<file path="config.mk">
export PLATFORM = sky130hd
export DESIGN_NAME = round_robin_thread_scheduler_flat
export DESIGN_NICKNAME = d
export VERILOG_FILES = /design/src/hdl/rrts_pkg.sv /design/src/hdl/rrts_req_if.sv /design/src/hdl/rrts_rsp_if.sv /design/src/hdl/rrts_csr_if.sv /design/src/hdl/round_robin_thread_scheduler.sv /design/src/flat_wrapper.sv
export SDC_FILE = /design/constraint.sdc
export NUM_CORES = 2
export LEC_CHECK = 0
export BUFFER_PORTS_ARGS = -buffer_cell sky130_fd_sc_hd__buf_2
export CORE_ASPECT_RATIO = 0.7
export CORE_MARGIN = 8
export CORE_UTILIZATION = 65
export CTS_CLUSTER_DIAMETER = 60
export CTS_CLUSTER_SIZE = 10
export DETAILED_ROUTE_END_ITERATION = 10
export PLACE_DENSITY = 0.83
export SETUP_SLACK_MARGIN = 0.05
export SLEW_MARGIN = 15
export SYNTH_ARGS = -nofsm -noshare
export SYNTH_HDL_FRONTEND = slang
export SYNTH_SLANG_ARGS = --single-unit
</file>
<file path="constraint.sdc">
create_clock -name clock -period 16.46 [get_ports clock]
set_clock_uncertainty 0.15 [all_clocks]
set_input_delay 0.823 -clock clock [delete_from_list [all_inputs] [get_ports clock]]
set_output_delay 0.823 -clock clock [all_outputs]
set_load 0.1 [all_outputs]
</file>
<file path="src/hdl/rrts_pkg.sv">
package rrts_pkg;

   localparam int MaxThreadsDefault = 16;
   localparam int SlotWidth = 4;
   localparam int TimeWidth = 63;
   localparam int DeadlineWidth = 64;
   localparam int HorizonWidth = 40;
   localparam logic [HorizonWidth-1:0] HorizonReset = 40'd10000000000;
   localparam logic [TimeWidth-1:0] TimeMax = {TimeWidth{1'b1}};

   typedef enum logic [2:0] {
      MODE_CREATE  = 3'd0,
      MODE_EXIT    = 3'd1,
      MODE_BLOCK   = 3'd2,
      MODE_SLEEP   = 3'd3,
      MODE_WAKE    = 3'd4,
      MODE_YIELD   = 3'd5,
      MODE_SCHED   = 3'd6,
      MODE_COLLECT = 3'd7
   } mode_type;

   typedef struct packed {
      logic [2:0]              mode;
      logic [SlotWidth-1:0]    thread_slot;
      logic [DeadlineWidth-1:0] deadline;
      logic [TimeWidth-1:0]    now;
   } req_word_type;

   typedef struct packed {
      logic                 status;
      logic                 found;
      logic [SlotWidth-1:0] chosen_slot;
      logic [TimeWidth-1:0] next_wakeup;
      logic                 timed_out;
   } rsp_word_type;

endpackage

</file>
<file path="src/hdl/rrts_req_if.sv">
interface rrts_req_if;
   logic valid;
   logic ready;
   rrts_pkg::req_word_type word;
   modport source (output valid, output word, input ready);
   modport sink (input valid, input word, output ready);
endinterface

</file>
<file path="src/hdl/rrts_rsp_if.sv">
interface rrts_rsp_if;
   logic valid;
   logic ready;
   rrts_pkg::rsp_word_type word;
   modport source (output valid, output word, input ready);
   modport sink (input valid, input word, output ready);
endinterface

</file>
<file path="src/hdl/rrts_csr_if.sv">
interface rrts_csr_if;
   logic valid;
   logic ready;
   logic [rrts_pkg::HorizonWidth-1:0] word;
   modport source (output valid, output word, input ready);
   modport sink (input valid, input word, output ready);
endinterface

</file>
<file path="src/hdl/round_robin_thread_scheduler.sv">
// channel  dir  payload                                       handshake
// req      in   mode, thread_slot, deadline, now              valid/ready
// rsp      out  status, found, chosen_slot, next_wakeup, ...  valid/ready
// csr      in   idle_horizon                                  valid/ready
// one word at a time; simple ops pass through SREAD, SOP and OUT
// schedule visits order-list positions one by one (SCHED, SREAD, SOP: memory read,
// update, write), exit and yield shift positions one by one (SHIFT, SHIFTW)
// after reset a clearing pass runs through every entry of slot memory
// a result waits in the output register; req is taken again once it is taken
module round_robin_thread_scheduler #(
   parameter int MAX_THREADS = rrts_pkg::MaxThreadsDefault
) (
   input logic clock,
   input logic reset,
   rrts_req_if.sink req,
   rrts_rsp_if.source rsp,
   rrts_csr_if.sink csr
);
   import rrts_pkg::*;

   localparam int IdxW = (MAX_THREADS > 1) ? $clog2(MAX_THREADS) : 1;
   localparam int CntW = $clog2(MAX_THREADS + 1);
   localparam int EntW = 3 + DeadlineWidth;

   typedef enum logic [9:0] {
      ST_CLEAR  = 10'b0000000001,
      ST_IDLE   = 10'b0000000010,
      ST_SREAD  = 10'b0000000100,
      ST_SOP    = 10'b0000001000,
      ST_FIND   = 10'b0000010000,
      ST_FINDW  = 10'b0000100000,
      ST_SHIFT  = 10'b0001000000,
      ST_SHIFTW = 10'b0010000000,
      ST_SCHED  = 10'b0100000000,
      ST_OUT    = 10'b1000000000
   } state_type;

   // slot memory: present, runnable, timeout, deadline
   logic [EntW-1:0] slot_mem [MAX_THREADS];
   logic [EntW-1:0] slot_rd_ff;
   logic [IdxW-1:0] slot_raddr, slot_waddr;
   logic            slot_we;
   logic [EntW-1:0] slot_wdata;

   logic [SlotWidth-1:0] order_mem [MAX_THREADS];
   logic [SlotWidth-1:0] order_rd_ff;
   logic [IdxW-1:0] order_raddr, order_waddr;
   logic            order_we;
   logic [SlotWidth-1:0] order_wdata;

   always_ff @(posedge clock) begin
      if (slot_we) slot_mem[slot_waddr] <= slot_wdata;
      slot_rd_ff <= slot_mem[slot_raddr];
      if (order_we) order_mem[order_waddr] <= order_wdata;
      order_rd_ff <= order_mem[order_raddr];
   end

   state_type state_ff, state_in;
   req_word_type req_ff, req_in;
   rsp_word_type rsp_ff, rsp_in;
   logic rsp_valid_ff, rsp_valid_in;
   logic [HorizonWidth-1:0] horizon_ff, horizon_in;
   logic [CntW-1:0] count_ff, count_in;
   logic [CntW-1:0] pos_ff, pos_in;
   logic [TimeWidth-1:0] best_ff, best_in;
   logic [SlotWidth-1:0] mover_ff, mover_in;
   logic want_append_ff, want_append_in;

   logic ok;
   logic [TimeWidth:0] wsum;
   logic sp, sr, st;
   logic signed [DeadlineWidth-1:0] sd;
   logic [IdxW-1:0] req_idx;

   assign ok = 32'(req_ff.thread_slot) < MAX_THREADS;
   assign req_idx = IdxW'(req_ff.thread_slot);
   assign {sp, sr, st, sd} = slot_rd_ff;
   assign wsum = {1'b0, req.word.now} + (TimeWidth+1)'(horizon_ff);

   assign req.ready = (state_ff == ST_IDLE) && !rsp_valid_ff;
   assign csr.ready = 1'b1;
   assign rsp.valid = rsp_valid_ff;
   assign rsp.word = rsp_ff;

   always_comb begin
      state_in = state_ff;
      req_in = req_ff;
      rsp_in = rsp_ff;
      rsp_valid_in = rsp_valid_ff;
      horizon_in = horizon_ff;
      count_in = count_ff;
      pos_in = pos_ff;
      best_in = best_ff;
      mover_in = mover_ff;
      want_append_in = want_append_ff;
      slot_raddr = req_idx;
      slot_waddr = req_idx;
      slot_we = 1'b0;
      slot_wdata = slot_rd_ff;
      order_raddr = pos_ff[IdxW-1:0];
      order_waddr = pos_ff[IdxW-1:0];
      order_we = 1'b0;
      order_wdata = mover_ff;
      if (csr.valid) horizon_in = csr.word;
      if (rsp.valid && rsp.ready) rsp_valid_in = 1'b0;
      case (state_ff)
         ST_CLEAR: begin
            slot_we = 1'b1;
            slot_waddr = pos_ff[IdxW-1:0];
            slot_wdata = {3'b000, {DeadlineWidth{1'b1}}};
            pos_in = pos_ff + 1'b1;
            if (32'(pos_ff) == MAX_THREADS - 1) state_in = ST_IDLE;
         end
         ST_IDLE: begin
            if (req.valid && req.ready) begin
               req_in = req.word;
               rsp_in = '0;
               pos_in = '0;
               best_in = wsum[TimeWidth] ? TimeMax : wsum[TimeWidth-1:0];
               want_append_in = 1'b0;
               if (req.word.mode == MODE_SCHED) begin
                  state_in = (count_ff == '0) ? ST_OUT : ST_SCHED;
                  order_raddr = '0;
               end else begin
                  state_in = ST_SREAD;
                  slot_raddr = IdxW'(req.word.thread_slot);
               end
            end
         end
         ST_SREAD: state_in = ST_SOP;
         ST_SOP: begin
            state_in = ST_OUT;
            if (!ok) rsp_in.status = 1'b1;
            else if (req_ff.mode == MODE_CREATE) begin
               if (sp || 32'(count_ff) >= MAX_THREADS) rsp_in.status = 1'b1;
               else begin
                  slot_we = 1'b1;
                  slot_wdata = {3'b110, {DeadlineWidth{1'b1}}};
                  order_we = 1'b1;
                  order_waddr = count_ff[IdxW-1:0];
                  order_wdata = req_ff.thread_slot;
                  count_in = count_ff + 1'b1;
               end
            end else if (!sp) rsp_in.status = 1'b1;
            else begin
               case (req_ff.mode)
                  MODE_EXIT: begin
                     slot_we = 1'b1;
                     slot_wdata = {3'b000, {DeadlineWidth{1'b1}}};
                     mover_in = req_ff.thread_slot;
                     want_append_in = 1'b0;
                     state_in = ST_FIND;
                     order_raddr = '0;
                  end
                  MODE_BLOCK: begin
                     slot_we = 1'b1;
                     slot_wdata = {1'b1, 1'b0, st, req_ff.deadline};
                  end
                  MODE_SLEEP: begin
                     slot_we = 1'b1;
                     slot_wdata = {3'b100, req_ff.deadline};
                  end
                  MODE_WAKE: begin
                     slot_we = 1'b1;
                     slot_wdata = {1'b1, 1'b1, st, {DeadlineWidth{1'b1}}};
                  end
                  MODE_YIELD: begin
                     mover_in = req_ff.thread_slot;
                     want_append_in = 1'b1;
                     state_in = ST_FIND;
                     order_raddr = '0;
                  end
                  MODE_COLLECT: begin
                     rsp_in.timed_out = st;
                     slot_we = 1'b1;
                     slot_wdata = {sp, sr, 1'b0, sd};
                  end
                  default: ;
               endcase
            end
         end
         ST_FIND: state_in = ST_FINDW;
         ST_FINDW: begin
            // order_rd_ff holds entry at pos_ff
            if (order_rd_ff == mover_ff) begin
               pos_in = pos_ff + 1'b1;
               order_raddr = IdxW'(pos_ff + 1'b1);
               state_in = ST_SHIFT;
            end else if (pos_ff + 1'b1 >= count_ff) begin
               state_in = ST_OUT;
            end else begin
               pos_in = pos_ff + 1'b1;
               order_raddr = IdxW'(pos_ff + 1'b1);
               state_in = ST_FIND;
            end
         end
         ST_SHIFT: state_in = ST_SHIFTW;
         ST_SHIFTW: begin
            // pos_ff is the source position, shift down by one
            if (pos_ff >= count_ff) begin
               if (want_append_ff) begin
                  order_we = 1'b1;
                  order_waddr = IdxW'(count_ff - 1'b1);
                  order_wdata = mover_ff;
               end else count_in = count_ff - 1'b1;
               state_in = ST_OUT;
            end else begin
               order_we = 1'b1;
               order_waddr = IdxW'(pos_ff - 1'b1);
               order_wdata = order_rd_ff;
               pos_in = pos_ff + 1'b1;
               order_raddr = IdxW'(pos_ff + 1'b1);
               state_in = ST_SHIFT;
            end
         end
         ST_SCHED: begin
            // order entry ready next cycle; read slot then
            state_in = ST_SREAD;
            req_in.mode = MODE_SCHED;
         end
         ST_OUT: begin
            rsp_valid_in = 1'b1;
            state_in = ST_IDLE;
            if (req_ff.mode == MODE_SCHED && !rsp_ff.found)
               rsp_in.next_wakeup = best_ff;
         end
         default: state_in = ST_IDLE;
      endcase
      // schedule walk uses its own sub-sequence on top of SREAD/SOP
      if (req_ff.mode == MODE_SCHED && state_ff == ST_SREAD && !(state_ff == ST_IDLE)) begin
         slot_raddr = IdxW'(order_rd_ff);
         mover_in = order_rd_ff;
         state_in = ST_SOP;
      end
      if (req_ff.mode == MODE_SCHED && state_ff == ST_SOP) begin
         slot_waddr = IdxW'(mover_ff);
         state_in = ST_OUT;
         rsp_in.status = 1'b0;
         rsp_in.timed_out = 1'b0;
         order_we = 1'b0;
         count_in = count_ff;
         slot_we = 1'b0;
         if (!sr && !sd[DeadlineWidth-1]) begin
            if (sd[TimeWidth-1:0] <= req_ff.now) begin
               slot_we = 1'b1;
               slot_wdata = {sp, 1'b1, 1'b1, {DeadlineWidth{1'b1}}};
            end else if (sd[TimeWidth-1:0] < best_ff) best_in = sd[TimeWidth-1:0];
         end
         if (sr || (!sd[DeadlineWidth-1] && sd[TimeWidth-1:0] <= req_ff.now)) begin
            rsp_in.found = 1'b1;
            rsp_in.chosen_slot = mover_ff;
            rsp_in.next_wakeup = '0;
            want_append_in = 1'b1;
            pos_in = pos_ff + 1'b1;
            order_raddr = IdxW'(pos_ff + 1'b1);
            req_in.mode = MODE_YIELD;
            state_in = ST_SHIFT;
         end else if (pos_ff + 1'b1 < count_ff) begin
            pos_in = pos_ff + 1'b1;
            order_raddr = IdxW'(pos_ff + 1'b1);
            state_in = ST_SCHED;
         end
      end
   end

   always_ff @(posedge clock) begin
      if (reset) begin
         state_ff <= ST_CLEAR;
         rsp_valid_ff <= 1'b0;
         horizon_ff <= HorizonReset;
         count_ff <= '0;
         pos_ff <= '0;
         want_append_ff <= 1'b0;
      end else begin
         state_ff <= state_in;
         rsp_valid_ff <= rsp_valid_in;
         horizon_ff <= horizon_in;
         count_ff <= count_in;
         pos_ff <= pos_in;
         want_append_ff <= want_append_in;
      end
   end

   always_ff @(posedge clock) begin
      req_ff <= req_in;
      rsp_ff <= rsp_in;
      best_ff <= best_in;
      mover_ff <= mover_in;
   end

endmodule

</file>
<file path="src/flat_wrapper.sv">
// flat-port wrapper written by rule: the top's interface ports become plain ports
module round_robin_thread_scheduler_flat import rrts_pkg::*;
#(
   parameter int MAX_THREADS = rrts_pkg::MaxThreadsDefault
)
  (clock, reset, req_valid, req_word, req_ready, rsp_valid, rsp_word, rsp_ready, csr_valid, csr_word, csr_ready);
  rrts_req_if req_i ();
  rrts_rsp_if rsp_i ();
  rrts_csr_if csr_i ();
  input logic clock;
  input logic reset;
  input wire logic [$bits(req_i.valid)-1:0] req_valid;
  input wire logic [$bits(req_i.word)-1:0] req_word;
  output wire logic [$bits(req_i.ready)-1:0] req_ready;
  output wire logic [$bits(rsp_i.valid)-1:0] rsp_valid;
  output wire logic [$bits(rsp_i.word)-1:0] rsp_word;
  input wire logic [$bits(rsp_i.ready)-1:0] rsp_ready;
  input wire logic [$bits(csr_i.valid)-1:0] csr_valid;
  input wire logic [$bits(csr_i.word)-1:0] csr_word;
  output wire logic [$bits(csr_i.ready)-1:0] csr_ready;
  assign req_i.valid = req_valid;
  assign req_i.word = req_word;
  assign req_ready = req_i.ready;
  assign rsp_valid = rsp_i.valid;
  assign rsp_word = rsp_i.word;
  assign rsp_i.ready = rsp_ready;
  assign csr_i.valid = csr_valid;
  assign csr_i.word = csr_word;
  assign csr_ready = csr_i.ready;
  round_robin_thread_scheduler #(.MAX_THREADS(MAX_THREADS)) u_core (.clock(clock), .reset(reset), .req(req_i), .rsp(rsp_i), .csr(csr_i));
endmodule
</file>
==> out/qor.yml <==
outcome: "finished clean"
min_period_over_period_pct: 39.2
cts_tree: "built"
gp_congestion: 0.978
cts_setup_buffers: 0
die-height_um: 286
r2r_cells: 14
worst-path-buf-inv: 3
antenna_found_initial: 3
clock-sinks: 1540
drive_above_1_share_pct: 15.6
ctsRootBufferMaster: "clkbuf_16"
synth_warnings: 0
ys_ff_latch: 1540
layout.nets: 5743
grt_pass1_wl_um: 267000
area_growth_pct: 11.1
die_area_um2: 115000
p_leak_nw: 27.5
ys_seq_area_share_pct: 64.3
rows: 99
critical_path.cell_chain: "nor4_2 -> nand3_1 -> nor4b_2 -> nand2_1 -> mux2i_1 -> o21ai_4 -> buf_12 -> buf_4 -> buf_4 -> mux2_2 -> nand2_1 -> o21ai_0 -> a21oi_1 -> a21oi_1"
drt-initial-drc-count: 5515
port-buffer-count: 250
overflow: 0
ir_drop_uv: 122
criticalPathCategory: "reg -> reg"
hp-class: "in -> reg"
critPathCapture: "u_core.slot_rd_ff[53]"
r2r_setup_slack_ns: 10.01
r2r-start: "u_core.state_ff[4]"
startpoint: "u_core.state_ff[4]"
async_flop_share_pct: 0
cp_slowest_stage_delay_ns: 0.88
avgSynthCellArea_um2: 13.0
clock_latency_ns: 0.79
synth_cells: 5194
drv_cap: 0
core_um2: 104000
final_hold_viol_count: 0
track_usage_pct: 30.2
power_density_nw_per_um2: 129
synth_nets: 5555
fill_cells: 6497
required_ns: 16.93
max-slew-margin-rel_pct: 15.2
synthesis.area_um2: 67700
grt_max_degree: 241
reg2reg_to: "u_core.slot_rd_ff[53]"
cts_hold_buf: 0
path_depth: 14
cts_max_level: 4
cts_resized: 0
ios: 252
drt_pre_antenna_iters: 7
wl_um: 181000
crit_family: "buffers and inverters"
crit_path_max_fanout: 161
final_cell_area_um2: 75200
clockBufferDepth: 3
route.detailed.wl_per_inst_um: 26.3
synth-edff-count: 1271
endpoint_kind: "register"
fp.dieW_um: 402
worstMarginPinSlew_ns: 1.26
synth.distinct_cells: 88
layout_min_cycle_time_ns: 6.45
antenna_left: 0
drc_errors: 0
finalSetupTns_ns: 0
viasPerCell: 6.60
grt_setup_unrepaired: "no"
dpl-instance-area_um2: 70200
synth_flop_cell: "edfxtp_1"
grt_pass1_vias: 43700
vias: 45300
post-dp-hpwl_um: 105000
path_clk_slew_ns: 0.06
setup_violations: 0
cts_buffers: 171
fmax_ghz: 0.155
crit_arrival_ns: 6.92
cp_slowest_cell: "buf_4"
cp-start-kind: "register"
start_util_pct: 65.3
antenna_cells: 0
final_max_slew_viol_count: 0
metrics by stage:
step	std cells	hold slack, ns	worst slack [ns]	util, %	power (mW)
final	6871	0.0511	10.01	72.6	9.67
after global routing	6871	0.0321	9.67	72.6	9.96
after CTS	6870	0.00686	10.18	72.5	9.66
after detailed placement	6571	0.313	10.21	67.7	6.22
after global placement	6571	0.296	10.35	67.7	6.15
after floorplan	5194	0.310	9.61	-	5.75
synthesized netlist by cell type, types with 14 or more instances:
cell	count	area share (%)
o22ai_1	53	0.49
mux2i_1	352	5.2
xor2_1	24	0.31
nor3_1	44	0.33
a211oi_1	219	2.4
a22oi_1	91	1.0
nand4_1	38	0.35
nand2b_1	18	0.17
o21a_1	25	0.28
nor4_1	14	0.13
xnor2_1	45	0.58
o21ai_1	33	0.24
a21oi_1	327	2.4
o21ai_0	237	1.8
buf_1	22	0.12
inv_1	172	0.95
buf_2	74	0.55
nand2_1	378	2.1
nor2_1	377	2.1
nand3_1	48	0.35
a221oi_1	16	0.21
nor2b_1	32	0.30
edfxtp_1	1271	56
a211o_1	16	0.21
o221ai_1	30	0.39
dfxtp_1	269	8.0
ha_1	181	3.3
mux2_2	276	4.6
clkbuf_1	206	1.1
a21o_1	58	0.64
o211ai_1	66	0.73
flip-flops by register name, indices dropped and copies added, names as in the netlist:
| name | flops |
|---|---|
| u_core.want_append_ff | 1 |
| u_core.horizon_ff | 40 |
| u_core.rsp.valid | 1 |
| u_core.slot_rd_ff | 67 |
| u_core.mover_ff | 4 |
| u_core.count_ff | 5 |
| u_core.req_ff | 130 |
| u_core.slot_mem | 1072 |
| u_core.pos_ff | 5 |
| u_core.order_mem | 64 |
| u_core.state_ff | 10 |
| u_core.best_ff | 63 |
| u_core.rsp.word | 70 |
| u_core.req_idx | 4 |
| u_core.order_rd_ff | 4 |
layout by cell type (no fill, tap or decap), types with 53 or more instances in the layout:
master | synthesis | final
clkbuf_1 | 206 | 113
mux2i_1 | 352 | 352
a21oi_1 | 327 | 325
nand2_1 | 378 | 378
o21ai_0 | 237 | 233
a211oi_1 | 219 | 219
o211ai_1 | 66 | 66
a21o_1 | 58 | 58
ha_1 | 181 | 181
nor2_1 | 377 | 358
o22ai_1 | 53 | 53
inv_1 | 172 | 171
a22oi_1 | 91 | 91
edfxtp_1 | 1271 | 1271
clkbuf_16 | 0 | 175
mux2_2 | 276 | 276
buf_4 | 10 | 75
dfxtp_1 | 269 | 268
buf_2 | 74 | 250
layout make-up:
class                   instances  area (um^2)  area share [%]
flip-flops and latches       1540        43600            57.9
multi-input cells            3168        22400            29.8
clock buffers                 288         4800            6.39
repair buffers                329         1890            2.52
well taps                    1363         1710            2.27
inverters                     172          653           0.868
clock inverters                11          174           0.231
kinds of logic (layout without fill, tap and decap cells):
logic type      after synthesis  count (layout)  synth area share (%)
buf+inv                     486             800                  2.91
flops                      1540            1540                  64.3
compound gates             1253            1253                  11.9
fa+ha+maj                   182             182                  3.38
mux                         628             628                  9.80
simple gates               1035            1035                  6.82
other cells                   1               1               0.00554
xor+xnor                     69              69                 0.893
per-layer routing:
metal  vias up  routed length, um  track usage [%]  part of all wire (%)
met4         0               8220             13.2                   4.5
met5         -                  0                0                     0
met2      2741              83400             47.5                    46
li1      20100                  -                -                     -
met3       428              19000             6.10                    11
met1     22100              70000             41.2                    39
worst min path at each step:
stage / slack [ns] / endpoint / depth (start not counted) / from
3_3_place_gp: 0.30 / u_core.rsp.word[66] / 2 / u_core.rsp.word[66]
6_report: 0.05 / u_core.req_ff[112] / 1 / req_word[112]
4_1_cts: 0.007 / u_core.req_ff[112] / 1 / req_word[112]
5_1_grt: 0.03 / u_core.req_ff[110] / 1 / req_word[110]
3_5_place_dp: 0.31 / u_core.rsp.word[66] / 2 / u_core.rsp.word[66]
2_1_floorplan: 0.31 / u_core.best_ff[0] / 2 / u_core.slot_rd_ff[0]
power by group:
| part | leakage, nW | switching (mW) | internal, mW |
|---|---|---|---|
| Combinational | 11.6 | 0.895 | 0.366 |
| Clock | 2.37 | 1.50 | 1.98 |
| Sequential | 13.5 | 0.168 | 4.76 |
Power figures use the tool's default switching activity.
